**src/sv/cqf_pkg.sv**
```systemverilog
// ---------------------------------------------------------------------------
// cqf_pkg
// Shared types, codes and helpers for the circular queue FIFO.
// ---------------------------------------------------------------------------
package cqf_pkg;

    localparam int MAX_SLOTS   = 16;
    localparam int IDX_W       = $clog2(MAX_SLOTS);
    localparam int SLOTS_W     = IDX_W + 1;
    localparam int DATA_W      = 32;
    localparam int REQ_W       = 2;
    localparam int STS_W       = 2;
    localparam int SLOTS_RESET = 5;
    localparam int SLOTS_MIN   = 2;

    typedef enum logic [REQ_W-1:0] {
        REQ_ENQ  = 2'd0,
        REQ_DEQ  = 2'd1,
        REQ_SHOW = 2'd2,
        REQ_NONE = 2'd3
    } t_req;

    typedef enum logic [STS_W-1:0] {
        STS_OK         = 2'd0,
        STS_OVERFLOW   = 2'd1,
        STS_UNDERFLOW  = 2'd2,
        STS_EMPTY_SHOW = 2'd3
    } t_status;

    // controller -> datapath
    typedef struct packed {
        logic    load_out;
        t_status out_status;
        logic    out_from_ram;
        logic    out_last;
        logic    enq;
        logic    walk_start;
        logic    fetch;
        logic    adv_head;
    } t_cmd;

    // datapath -> controller
    typedef struct packed {
        logic empty;
        logic full;
        logic walk_at_tail;
        logic out_free;
    } t_sts;

    function automatic logic [IDX_W-1:0] f_next(input logic [IDX_W-1:0]   idx,
                                                input logic [SLOTS_W-1:0] slots);
        logic [SLOTS_W-1:0] n;
        n = {1'b0, idx} + SLOTS_W'(1);
        return (n >= slots) ? '0 : n[IDX_W-1:0];
    endfunction

endpackage

```
**src/sv/cqf_ram.sv**
```systemverilog
// ---------------------------------------------------------------------------
// cqf_ram
// Generic single-write, single-read RAM with registered read data.
// ---------------------------------------------------------------------------
module cqf_ram #(
    parameter int WIDTH = 32,
    parameter int DEPTH = 16
) (
    input  logic                     i_clk,
    input  logic                     i_we,
    input  logic [$clog2(DEPTH)-1:0] i_waddr,
    input  logic [WIDTH-1:0]         i_wdata,
    input  logic                     i_re,
    input  logic [$clog2(DEPTH)-1:0] i_raddr,
    output logic [WIDTH-1:0]         o_rdata
);

    logic [WIDTH-1:0] r_mem [DEPTH];
    logic [WIDTH-1:0] r_rdata;

    always_ff @(posedge i_clk) begin
        if (i_we) begin
            r_mem[i_waddr] <= i_wdata;
        end
        if (i_re) begin
            r_rdata <= r_mem[i_raddr];
        end
    end

    assign o_rdata = r_rdata;

endmodule

```
**src/sv/cqf_datapath.sv**
```systemverilog
// ---------------------------------------------------------------------------
// cqf_datapath
// Ring indices, slot RAM, walk pointer, size register and result register.
// ---------------------------------------------------------------------------
module cqf_datapath
    import cqf_pkg::*;
(
    input  logic                i_clk,
    input  logic                i_rst_n,
    input  logic                i_cfg_we,
    input  logic [SLOTS_W-1:0]  i_cfg_wdata,
    input  logic [DATA_W-1:0]   i_push_value,
    input  t_cmd                i_cmd,
    output t_sts                o_sts,
    input  logic                i_out_ready,
    output logic                o_out_valid,
    output logic [STS_W-1:0]    o_out_status,
    output logic [DATA_W-1:0]   o_out_data,
    output logic                o_out_last
);

    logic [SLOTS_W-1:0] r_slots;
    logic [IDX_W-1:0]   r_head;
    logic [IDX_W-1:0]   r_tail;
    logic [IDX_W-1:0]   r_walk;
    logic               r_out_valid;
    logic [STS_W-1:0]   r_out_status;
    logic [DATA_W-1:0]  r_out_data;
    logic               r_out_last;

    logic [IDX_W-1:0]   tail_nxt;
    logic [IDX_W-1:0]   walk_nxt;
    logic [SLOTS_W-1:0] cfg_slots;
    logic               do_write;
    logic [DATA_W-1:0]  rdata;

    assign tail_nxt = f_next(r_tail, r_slots);
    assign walk_nxt = f_next(r_walk, r_slots);
    assign do_write = i_cmd.enq && !o_sts.full;

    always_comb begin
        priority if (i_cfg_wdata < SLOTS_W'(SLOTS_MIN)) begin
            cfg_slots = SLOTS_W'(SLOTS_MIN);
        end else if (i_cfg_wdata > SLOTS_W'(MAX_SLOTS)) begin
            cfg_slots = SLOTS_W'(MAX_SLOTS);
        end else begin
            cfg_slots = i_cfg_wdata;
        end
    end

    assign o_sts.empty        = (r_head == r_tail);
    assign o_sts.full         = (tail_nxt == r_head);
    assign o_sts.walk_at_tail = (r_walk == r_tail);
    assign o_sts.out_free     = !r_out_valid || i_out_ready;

    cqf_ram #(
        .WIDTH (DATA_W),
        .DEPTH (MAX_SLOTS)
    ) u_ram (
        .i_clk   (i_clk),
        .i_we    (do_write),
        .i_waddr (tail_nxt),
        .i_wdata (i_push_value),
        .i_re    (i_cmd.fetch),
        .i_raddr (walk_nxt),
        .o_rdata (rdata)
    );

    always_ff @(posedge i_clk) begin
        if (!i_rst_n) begin
            r_slots     <= SLOTS_W'(SLOTS_RESET);
            r_head      <= '0;
            r_tail      <= '0;
            r_walk      <= '0;
            r_out_valid <= 1'b0;
        end else begin
            if (i_cfg_we) begin
                r_slots <= cfg_slots;
                r_head  <= '0;
                r_tail  <= '0;
            end else begin
                if (do_write) begin
                    r_tail <= tail_nxt;
                end
                if (i_cmd.adv_head) begin
                    r_head <= walk_nxt;
                end
            end
            if (i_cmd.walk_start) begin
                r_walk <= r_head;
            end else if (i_cmd.fetch) begin
                r_walk <= walk_nxt;
            end
            if (i_cmd.load_out) begin
                r_out_valid <= 1'b1;
            end else if (i_out_ready) begin
                r_out_valid <= 1'b0;
            end
        end
    end

    always_ff @(posedge i_clk) begin
        if (i_cmd.load_out) begin
            r_out_status <= i_cmd.out_status;
            r_out_data   <= i_cmd.out_from_ram ? rdata : '0;
            r_out_last   <= i_cmd.out_last;
        end
    end

    assign o_out_valid  = r_out_valid;
    assign o_out_status = r_out_status;
    assign o_out_data   = r_out_data;
    assign o_out_last   = r_out_last;

endmodule

```
**src/sv/cqf_ctrl.sv**
```systemverilog
// ---------------------------------------------------------------------------
// cqf_ctrl
// Request sequencer: decodes requests and steps dequeue and show reads.
// ---------------------------------------------------------------------------
module cqf_ctrl
    import cqf_pkg::*;
(
    input  logic             i_clk,
    input  logic             i_rst_n,
    input  logic             i_req_valid,
    input  logic [REQ_W-1:0] i_req_type,
    output logic             o_req_ready,
    input  t_sts             i_sts,
    output t_cmd             o_cmd
);

    typedef enum logic [2:0] {
        ST_IDLE  = 3'b001,
        ST_FETCH = 3'b010,
        ST_WAIT  = 3'b100
    } t_state;

    t_state r_state, n_state;
    logic   r_deq, n_deq;
    logic   fin;

    always_comb begin
        n_state     = r_state;
        n_deq       = r_deq;
        o_cmd       = '0;
        o_req_ready = 1'b0;
        fin         = r_deq || i_sts.walk_at_tail;
        unique case (r_state)
            ST_IDLE: begin
                o_req_ready = i_sts.out_free;
                if (i_req_valid && i_sts.out_free) begin
                    unique case (t_req'(i_req_type))
                        REQ_ENQ: begin
                            o_cmd.enq        = 1'b1;
                            o_cmd.load_out   = 1'b1;
                            o_cmd.out_last   = 1'b1;
                            o_cmd.out_status = i_sts.full ? STS_OVERFLOW : STS_OK;
                        end
                        REQ_DEQ, REQ_SHOW: begin
                            if (i_sts.empty) begin
                                o_cmd.load_out   = 1'b1;
                                o_cmd.out_last   = 1'b1;
                                o_cmd.out_status = (t_req'(i_req_type) == REQ_DEQ) ?
                                                   STS_UNDERFLOW : STS_EMPTY_SHOW;
                            end else begin
                                o_cmd.walk_start = 1'b1;
                                n_deq            = (t_req'(i_req_type) == REQ_DEQ);
                                n_state          = ST_FETCH;
                            end
                        end
                        REQ_NONE: begin
                        end
                    endcase
                end
            end
            ST_FETCH: begin
                o_cmd.fetch    = 1'b1;
                o_cmd.adv_head = r_deq;
                n_state        = ST_WAIT;
            end
            ST_WAIT: begin
                if (i_sts.out_free) begin
                    o_cmd.load_out     = 1'b1;
                    o_cmd.out_from_ram = 1'b1;
                    o_cmd.out_status   = STS_OK;
                    o_cmd.out_last     = fin;
                    n_state            = fin ? ST_IDLE : ST_FETCH;
                end
            end
            default: begin
                n_state = ST_IDLE;
            end
        endcase
    end

    always_ff @(posedge i_clk) begin
        if (!i_rst_n) begin
            r_state <= ST_IDLE;
            r_deq   <= 1'b0;
        end else begin
            r_state <= n_state;
            r_deq   <= n_deq;
        end
    end

endmodule

```
**src/sv/circular_queue_fifo_unit.sv**
```systemverilog
// ---------------------------------------------------------------------------
// circular_queue_fifo_unit
// Ring-buffer FIFO of signed 32-bit words with one slot kept empty.
// ---------------------------------------------------------------------------
// Enqueue, an ignored request code and any request on an empty queue are
// handled in the idle state. A dequeue reads one stored word, a show reads
// every stored entry in turn; each word goes through the registered read port
// of the slot RAM before it reaches the result register. A new request is
// taken while the previous result still waits in the output register, provided
// it is taken in that same cycle. Writing the size register empties the queue.
// ---------------------------------------------------------------------------
module circular_queue_fifo_unit
    import cqf_pkg::*;
(
    input  logic                i_clk,
    input  logic                i_rst_n,
    input  logic                i_cfg_we,
    input  logic [SLOTS_W-1:0]  i_cfg_wdata,   // ring_slots
    input  logic                s_axis_tvalid,
    output logic                s_axis_tready,
    input  logic [DATA_W-1:0]   s_axis_tdata,  // [31:0] push_value
    input  logic [REQ_W-1:0]    s_axis_tuser,  // [1:0] req_type
    output logic                m_axis_tvalid,
    input  logic                m_axis_tready,
    output logic [DATA_W-1:0]   m_axis_tdata,  // [31:0] data
    output logic [STS_W-1:0]    m_axis_tuser,  // [1:0] status
    output logic                m_axis_tlast
);

    t_cmd cmd;
    t_sts sts;

    cqf_ctrl u_ctrl (
        .i_clk       (i_clk),
        .i_rst_n     (i_rst_n),
        .i_req_valid (s_axis_tvalid),
        .i_req_type  (s_axis_tuser),
        .o_req_ready (s_axis_tready),
        .i_sts       (sts),
        .o_cmd       (cmd)
    );

    cqf_datapath u_dp (
        .i_clk        (i_clk),
        .i_rst_n      (i_rst_n),
        .i_cfg_we     (i_cfg_we),
        .i_cfg_wdata  (i_cfg_wdata),
        .i_push_value (s_axis_tdata),
        .i_cmd        (cmd),
        .o_sts        (sts),
        .i_out_ready  (m_axis_tready),
        .o_out_valid  (m_axis_tvalid),
        .o_out_status (m_axis_tuser),
        .o_out_data   (m_axis_tdata),
        .o_out_last   (m_axis_tlast)
    );

endmodule

```
**config.mk**
```make
export PLATFORM = sky130hd
export DESIGN_NAME = circular_queue_fifo_unit
export DESIGN_NICKNAME = d
export VERILOG_FILES = /design/src/sv/cqf_pkg.sv /design/src/sv/cqf_ram.sv /design/src/sv/cqf_datapath.sv /design/src/sv/cqf_ctrl.sv /design/src/sv/circular_queue_fifo_unit.sv
export SDC_FILE = /design/constraint.sdc
export NUM_CORES = 1
export LEC_CHECK = 0
export BUFFER_PORTS_ARGS = -buffer_cell sky130_fd_sc_hd__buf_2
export CAP_MARGIN = 20
export CORE_UTILIZATION = 61
export CTS_BUF_LIST = sky130_fd_sc_hd__clkbuf_16
export CTS_CLUSTER_DIAMETER = 80
export CTS_CLUSTER_SIZE = 16
export DETAILED_ROUTE_END_ITERATION = 12
export PLACE_DENSITY = 0.79
export SYNTH_ARGS = -nofsm -noshare
export SYNTH_HDL_FRONTEND = slang
export SYNTH_SLANG_ARGS = --single-unit
export TNS_END_PERCENT = 20
```
**constraint.sdc**
```tcl
create_clock -name i_clk -period 10.9 [get_ports i_clk]
set_input_delay 0.545 -clock i_clk [delete_from_list [all_inputs] [get_ports i_clk]]
set_output_delay 0.545 -clock i_clk [all_outputs]
set_load 0.01 [all_outputs]
```
Yosys cells after proc, flatten, opt, wreduce, memory -nomap -nowiden --
Memories as Yosys holds them, arrays and structs flattened. A register that Yosys moved wholly into a read port is not among the register bits. Cells that the tools add are included. Widths: inputs -> output; s select.
Word-level totals: register bits 57, memory bits (writable) 512, bits of input ports 44, output and inout port bits 37, logic and storage cells 78, memories kept 1
Memory list:
- u_dp.u_ram.r_mem | words 16, width 32, rd ports 1, clocked after Yosys merged registers in 1, wr ports 1, line cqf_ram.sv:18 | logic [WIDTH-1:0] r_mem [DEPTH];
Cells by class: add/subtract/negate cells 2, $lt $le $gt $ge 4, eq/ne operators 12, multiplexer cells 34, bitwise operators 2, reductions and logical operators 13
Operator list (count):
- $mux 3 | 7
- $mux 4 | 4
- $mux 5 | 3
- $eq 4x4->1 | 3
- $mux 1 | 12
- $pmux 3 s2 | 2
- $add 4x1->5 const B | 2
- $ge 5x5->1 | 2
- $pmux 3 s3 | 1
- $reduce_and 4->1 | 2
- $mux 2 | 3
- $gt 5x5->1 const B | 1
- $lt 5x2->1 const B | 1
- $ne 2x1->1 const B | 2
- $ne 2x2->1 const B | 2
- $pmux 1 s2 | 2
- $reduce_bool 2->1 | 2
- $reduce_or 2->1 | 2
- $eq 3x1->1 const B | 1
- $eq 3x2->1 const B | 1
- $eq 3x3->1 const B | 1
- $eq 2x1->1 const B | 1
- $eq 2x2->1 const B | 1
- $logic_and 1x1->1 | 2
- other kinds (4) | 7

Logic depth before layout (Yosys ltp) --
Gate-level depths: netlist (run 1).
word-level depth 9, mapped depth 13, depth with buffers taken out 11

Hierarchy --
A second synthesis (run 1) with hierarchy kept.
Unflattened totals: cells, all modules 1108, area, all modules 23085.9 um2
By module, submodules not included:
- cqf_ram | instances 1, cells each 838, area an instance 20155.6 um2
- cqf_datapath | instances 1, cells each 230, area an instance 2600.0 um2
- cqf_ctrl | instances 1, cells each 40, area an instance 330.3 um2

Worst setup path before layout (run 1) --
Ideal clock, no wire load.
path type register to register, start point register u_dp.r_tail[1], end point memory u_dp.u_ram.r_mem[11][0], enable pin, arrival 5.519 ns, slack 4.879 ns, cell stages (with the launch flop) 12, period minus slack after synthesis 6.021 ns, cells stage by stage dfxtp_1 -> ha_1 -> xnor2_1 -> inv_1 -> ha_1 -> a21o_1 -> a31oi_1 -> o211ai_2 -> xnor2_1 -> nor3_4 -> buf_4 -> nor4_1
Between the ends: cells in the longest elaborated chain, start to end 8
Ends and longest elaborated chain:
- start: declaration | line cqf_datapath.sv:24 | logic [IDX_W-1:0] r_tail;
- start signal: assignment | line cqf_datapath.sv:83 | r_tail <= tail_nxt;
- $add 4x1->5 (*) | line cqf_pkg.sv:53 | n = {1'b0, idx} + SLOTS_W'(1);
- $ge 5x5->1 | line cqf_pkg.sv:54 | return (n >= slots) ? '0 : n[IDX_W-1:0];
- $mux 4 (*) | line cqf_pkg.sv:54
- $eq 4x4->1 | line cqf_datapath.sv:52 | assign o_sts.full = (tail_nxt == r_head);
- $logic_not 1->1 | line cqf_datapath.sv:39 | assign do_write = i_cmd.enq && !o_sts.full;
- $logic_and 1x1->1 | line cqf_datapath.sv:39
- $mux 1 | line cqf_ram.sv:22 | if (i_we) begin
- $mux 1 (not written as such) | line cqf_ram.sv:23 | r_mem[i_waddr] <= i_wdata;
- end: declaration | line cqf_ram.sv:18
Every way passes the cells marked *; elsewhere a longest branch is shown, timed or not.

Worst setup path after layout (run 1) --
start point register u_dp.r_walk[0], end point register u_dp.u_ram.r_rdata[24] (netlist: u_dp.u_ram.o_rdata[24]), read port of u_dp.u_ram.r_mem, data pin
Between the ends: cells in the longest elaborated chain, start to end 3
Ends and longest elaborated chain:
- start: declaration | line cqf_datapath.sv:25 | logic [IDX_W-1:0] r_walk;
- start signal: assignment | line cqf_datapath.sv:90 | r_walk <= r_head;
- start signal: assignment | line cqf_datapath.sv:92 | r_walk <= walk_nxt;
- $add 4x1->5 (*) | line cqf_pkg.sv:53
- $ge 5x5->1 | line cqf_pkg.sv:54
- $mux 4 (*) | line cqf_pkg.sv:54
- end: declaration | line cqf_ram.sv:19 | logic [WIDTH-1:0] r_rdata;
Marked as above. A chain may end at the register's enable or synchronous reset.

==> results.ini, run 1 <==
[clock_tree]
clkSlewWorstSetupHoldPaths_ns = 0.07
numClockSinks = 601
ctsResizeCount = 0
cts_made_buffers = 43
cts_tree = yes
cts-root-buf = clkbuf_16
h-tree-depth = 2
clockBufferDepth = 3
clk_latency_ns = 0.57
hold_buffers = 0
post-cts-setup-buffers = 0

[global_routing]
grt_pass1_wl_mm = 84.8
busiest_layer = met2
met3_usage_pct = 4.15
grtUsageTotal_pct = 29.6
antenna_found_initial = 1
grt_max_degree = 61
gr-total-overflow = 0
use_met1_pct = 41.6
grt_pass1_vias = 13726
met2_usage_pct = 48.4

[sta]
worst_pin_slew_ns = 1.07
setup_tns_ns = 0
hold_violations = 0
max_freq_mhz = 193
relSlewSlack_pct = 28.6
setup_viol = 0
skew_ns = 0.0265
slew_viol_final = 0
period_share_pct = 47.6
min_period_ns = 5.19
rsz0062_at_grt = false

[synthesis]
synth_warnings = 0
ys_seq_elements = 601
synthesis.nets = 1540
netlist_instances = 1481
synth_area_per_cell_um2 = 15.9
synth-edff-count = 579
yosysSeqAreaShare_pct = 75.6
async_flop_share_pct = 0
synth_area_mm2 = 0.0236
ys_types = 69
synth_top_flop_cell = edfxtp_1

[die]
die-area_mm2 = 0.0395
die_x_um = 199
start_util_pct = 62.3
core_area_mm2 = 0.0378
io_pins = 81
fp-row-count = 71
fp.dieH_um = 199

[setup_path]
cp_max_fo = 60
critPathKind = reg2reg
critPathLaunchType = flop
critPathArrivalTime_ns = 5.52
cp-end-kind = flop
cp.required_ns = 11.23

[drt]
via_per_inst = 6.84
wl_per_cell_um = 27.4
remaining_drc_errors = 0
drt_iter0_markers = 2020
postRouteAntennaNets = 0
dr.pass1.iters = 6
totalWireLength_mm = 57.1
vias = 14210

[pwr]
powerDensity_mw_per_mm2 = 165
irDropWorstVdd_mv = 0.158
leakagePower_nw = 8.56
pwr-share-comb_pct = 6.1
clock_power_share_pct = 33.9
switching_share_pct = 21.2
power_switching_mw = 0.908
internal_power_mw = 3.38
seqPwrFrac_pct = 60.0

[final_layout]
seq_area_mm2 = 0.0178
final_cell_mix = 579 x edfxtp_1, 116 x nand2_1, 81 x a21oi_1, 81 x a221oi_1, 80 x buf_2
final_area_mm2 = 0.0259
layout_commonest_cell = edfxtp_1
layout.nets = 1619
fill_cells = 2452
drive_gt1_share_pct = 13.9
syn2layout_area_growth_pct = 9.84
multi_input_area_mm2 = 0.00544

[placement]
dp_hpwl_mm = 31.5
place_area_mm2 = 0.0248
gp_congestion = 0.848
port_buffers = 80

[worst_hold_path]
hold_path_class = in2reg

[status]
status = finished, final reports clean

[flow_run]
drv_cap = 0

## layout make-up
type	count	area share, %
Inverter	17	0.246
Clock buffer	43	4.15
Sequential cell	601	68.8
Tap cell	511	2.47
Antenna cell	1	0.00966
Timing Repair Buffer	125	3.09
Multi-Input combinational cell	772	21.0
Clock inverter	9	0.256
## cells by family after synthesis
group / Yosys count / share of synthesized area (%)
adders and majority gates: 15 / 0.796
buffers and inverters: 108 / 2.00
DFF: 601 / 75.6
muxes: 78 / 3.31
AOI/OAI and AO/OA: 355 / 11.1
xor gates and xnor gates: 15 / 0.620
and+or+nand+nor: 309 / 6.65
## worst max-delay path: stages, from the launching register on
cell	delay [ns]
dfxtp_2	0.32
buf_4	0.61
ha_2	0.30
buf_4	0.68
ha_1	0.37
nand2_1	0.09
o21ai_1	0.13
a21oi_4	0.86
buf_4	0.72
nor3b_1	0.13
a2111o_1	0.41
o22a_1	0.20
## per-layer routing
metal | share of wire (%) | up-vias
met5 | 0 | -
met4 | 2.7 | 0
met3 | 11 | 126
met2 | 48 | 940
met1 | 39 | 7107
li1 | - | 6037
## synth_stat cells, drive strengths merged (3+ instances only)
cell    instances  area (um2)
a22oi          50         375
inv            17        63.8
nand2         118         445
and2           40         250
xnor2          11         111
nand2b          7        51.3
nand3          45         225
o22a            9        78.8
edfxtp        579       17400
a21boi          4        30.0
o22ai          17         106
mux2i          78         781
and3           26         163
dfxtp          22         440
buf            44         233
nor2           30         131
nor3           11        66.3
ha             15         188
clkbuf         47         176
a211oi          9        72.6
nor2b           5        31.3
nor4           10        68.8
a21oi          84         447
a32o           27         270
o211ai         12        95.1
o21ai          36         188
nor3b           3        27.5
a31oi           3        18.8
o221ai         10        87.6
xor2            4        35.0
a221oi         81         709
or3             4        25.0
## sequential cells by signal (all words and copies together), names as in the netlist
| name | flops |
|---|---|
| u_dp.r_walk | 4 |
| u_dp.u_ram.r_mem | 512 |
| u_dp.o_out_valid | 1 |
| u_dp.o_out_data | 32 |
| u_dp.r_slots | 5 |
| u_ctrl.r_deq | 1 |
| u_dp.u_ram.o_rdata | 32 |
| u_ctrl.r_state | 3 |
| u_dp.o_out_last | 1 |
| u_dp.r_tail | 4 |
| u_dp.r_head | 4 |
| u_dp.o_out_status | 2 |
## stage by stage
| step | std cells | hold WS, ns | utilization (%) | worst slack, ns | total power, mW |
|---|---|---|---|---|---|
| after floorplan | 1481 | 0.452 | - | 4.88 | 2.77 |
| after global placement | 2021 | 0.472 | 65.2 | 6.00 | 2.87 |
| after detailed placement | 2025 | 0.481 | 65.4 | 5.87 | 2.88 |
| after CTS | 2077 | 0.278 | 68.4 | 5.86 | 4.29 |
| after global routing | 2079 | 0.298 | 68.5 | 5.58 | 4.40 |
| final | 2079 | 0.281 | 68.5 | 5.71 | 4.28 |
## worst paths after layout
path | startpoint | endpoint | slack (ns) | depth (start not counted)
min | i_cfg_wdata[2] | u_dp.r_slots[2] | 0.28 | 3
max reg2reg | u_dp.r_walk[0] | u_dp.u_ram.o_rdata[24] | 5.71 | 11
max | u_dp.r_walk[0] | u_dp.u_ram.o_rdata[24] | 5.71 | 11
min reg2reg | u_ctrl.r_deq | u_ctrl.r_deq | 0.49 | 2
## power by group through the flow
stage / Clock, mW / Sequential, mW / Combinational, mW
after floorplan: 0 / 2.63 / 0.144
after global placement: 0 / 2.62 / 0.245
after detailed placement: 0 / 2.62 / 0.255
after CTS: 1.46 / 2.57 / 0.256
after global routing: 1.54 / 2.57 / 0.282
final: 1.45 / 2.57 / 0.260
Note: power is estimated with default switching activity, not from simulation.
==> inputs of run 2 (changes only) <==
Settings changed: CORE_UTILIZATION 61 to 56, PLACE_DENSITY 0.79 to 0.76.
Clock period 10.9 ns to 4.45 ns, I/O delays scaled along.
==> run 2 against run 1 <==
  * Die area rose by 8.8%
  * Combinational power grew to 2.6 times the previous value
  * Utilization fell by 4.6 points
  * Setup slack worse by 5.1 ns
  * First-iteration DRC count down 28%
  * Via count decreased by 1.7%
  * Clock power up 140%
  * Routed wire length decreased by 0.78%
  * Critical path depth grew 1
  * Cell count up 2.7%
  * Fmax rose by 33%
  * Power rose by 150%
  * Highest routed layer unchanged
==> results.ini, run 2 (synthesis results as in run 1) <==
[status]
status = finished, final reports clean

[final_layout]
largest_reg_flops = 512
drive_gt1_share_pct = 14.7
top_register = u_dp.u_ram.r_mem
syn2layout_area_growth_pct = 11.5
antenna_cells = 0
final_cell_mix = 579 x edfxtp_1, 116 x nand2_1, 81 x a21oi_1, 81 x a221oi_1, 80 x buf_2
layout_commonest_cell = edfxtp_1
final_util_pct = 63.9
layout.nets = 1653
fill_cells = 2872

[placement]
port_buffers = 80
dp_hpwl_mm = 33.2
gp_congestion = 0.859

[setup_path]
cp-end-kind = flop
crit_slowest_cell = buf_4
critPathArrivalTime_ns = 4.10
critPathKind = reg2reg
max_stage_delay_ns = 0.48
critPathLaunchType = flop
crit_chain = ha_1 > xnor2_1 > inv_1 > ha_1 > a21o_1 > a31oi_1 > o21ai_0 > inv_1 > nand2_1 > or3_1 > nor3_2 > buf_4
cp_max_fo = 28
cp.required_ns = 4.66
crit_buf_inv = 3
cp_top_family = buffers and inverters

[drt]
drt_iter0_markers = 1447
remaining_drc_errors = 0
postRouteAntennaNets = 0
totalWireLength_mm = 56.6
via_per_inst = 6.54
wl_per_cell_um = 26.5
dr.pass1.iters = 5
vias = 13963

[clock_tree]
clockBufferDepth = 3
cts-root-buf = clkbuf_16
cts_made_buffers = 43
cts_tree = yes
numClockSinks = 601
clk_latency_ns = 0.59
h-tree-depth = 2
post-cts-setup-buffers = 0
clkSlewWorstSetupHoldPaths_ns = 0.07
ctsResizeCount = 0

[sta]
skew_ns = 0.0274
rsz0062_at_grt = false
whs_ns = 0.0237
setup_viol = 0
slew_viol_final = 0
worst_pin_slew_ns = 0.978
min_period_ns = 3.89
hold_violations = 0
relSlewSlack_pct = 34.8
period_share_pct = 87.3
max_freq_mhz = 257

[pwr]
leakagePower_nw = 8.72
irDropWorstVdd_mv = 0.357
powerDensity_mw_per_mm2 = 401

[global_routing]
grt_max_degree = 55
antenna_found_initial = 0
grt_pass1_wl_mm = 83.8
grtUsageTotal_pct = 26.2
gr-total-overflow = 0
grt_pass1_vias = 13788

[die]
die_x_um = 207
core_area_mm2 = 0.0412
start_util_pct = 57.3
die-area_mm2 = 0.0430
fp-row-count = 74
io_pins = 81
fp.dieH_um = 207

[worst_hold_path]
hold_path_class = in2reg

[flow_run]
drv_cap = 0

run 2: final timing paths:
kind / cells after the start / from / slack (ns) / end
worst min-delay path: 1 / s_axis_tdata[30] / 0.02 / u_dp.u_ram.r_mem[0][30]
worst max register to register: 12 / u_dp.r_tail[1] / 0.56 / u_dp.u_ram.r_mem[3][11]
worst max-delay path: 12 / u_dp.r_tail[1] / 0.56 / u_dp.u_ram.r_mem[3][11]
worst min register to register: 2 / u_ctrl.r_deq / 0.49 / u_ctrl.r_deq
run 2: area by class of cell:
class                      count  area (um2)  area share (%)
clock buffer                  43        1080            4.09
clock inverter                11        85.1           0.323
inverter                      17        63.8           0.242
multi-input combinational    772        5510            20.9
sequential                   601       17800            67.7
tap                          532         666            2.53
timing repair buffer         159        1090            4.14
run 2: repair_timing:
action | in CTS | in global routing
hold endpoints to repair | 110 | 0
endpoints found under the setup margin | 0 | 0
hold buffers | 18 | 0
run 2: routing by layer:
layer	GRT usage [%]	share of wire, %	wire length (um)	vias to the layer above
met4	8.11	2.4	1360	0
met5	0	0	0	-
met2	42.8	48	27100	785
met3	4.08	9.1	5150	99
met1	36.6	41	23000	6967
li1	-	-	-	6112
run 2: per-stage QoR:
stage / area [um2] / TNS, ns / total power [mW] / setup slack (ns) / std cells
3_5_place_dp: 25000 / 0 / 7.09 / 0.676 / 2063
4_1_cts: 26300 / 0 / 10.6 / 0.608 / 2135
6_report: 26300 / 0 / 10.5 / 0.563 / 2135
3_3_place_gp: 25000 / 0 / 7.07 / 0.681 / 2063
5_1_grt: 26300 / 0 / 10.8 / 0.328 / 2135
2_1_floorplan: 23600 / -154.70 / 6.80 / -0.705 / 1481
run 2: report_power, final:
group | switching [mW] | internal [mW] | total [mW]
sequential | 0.0265 | 6.28 | 6.30
combinational | 0.452 | 0.234 | 0.685
clock | 1.81 | 1.74 | 3.55
total | 2.29 | 8.25 | 10.5
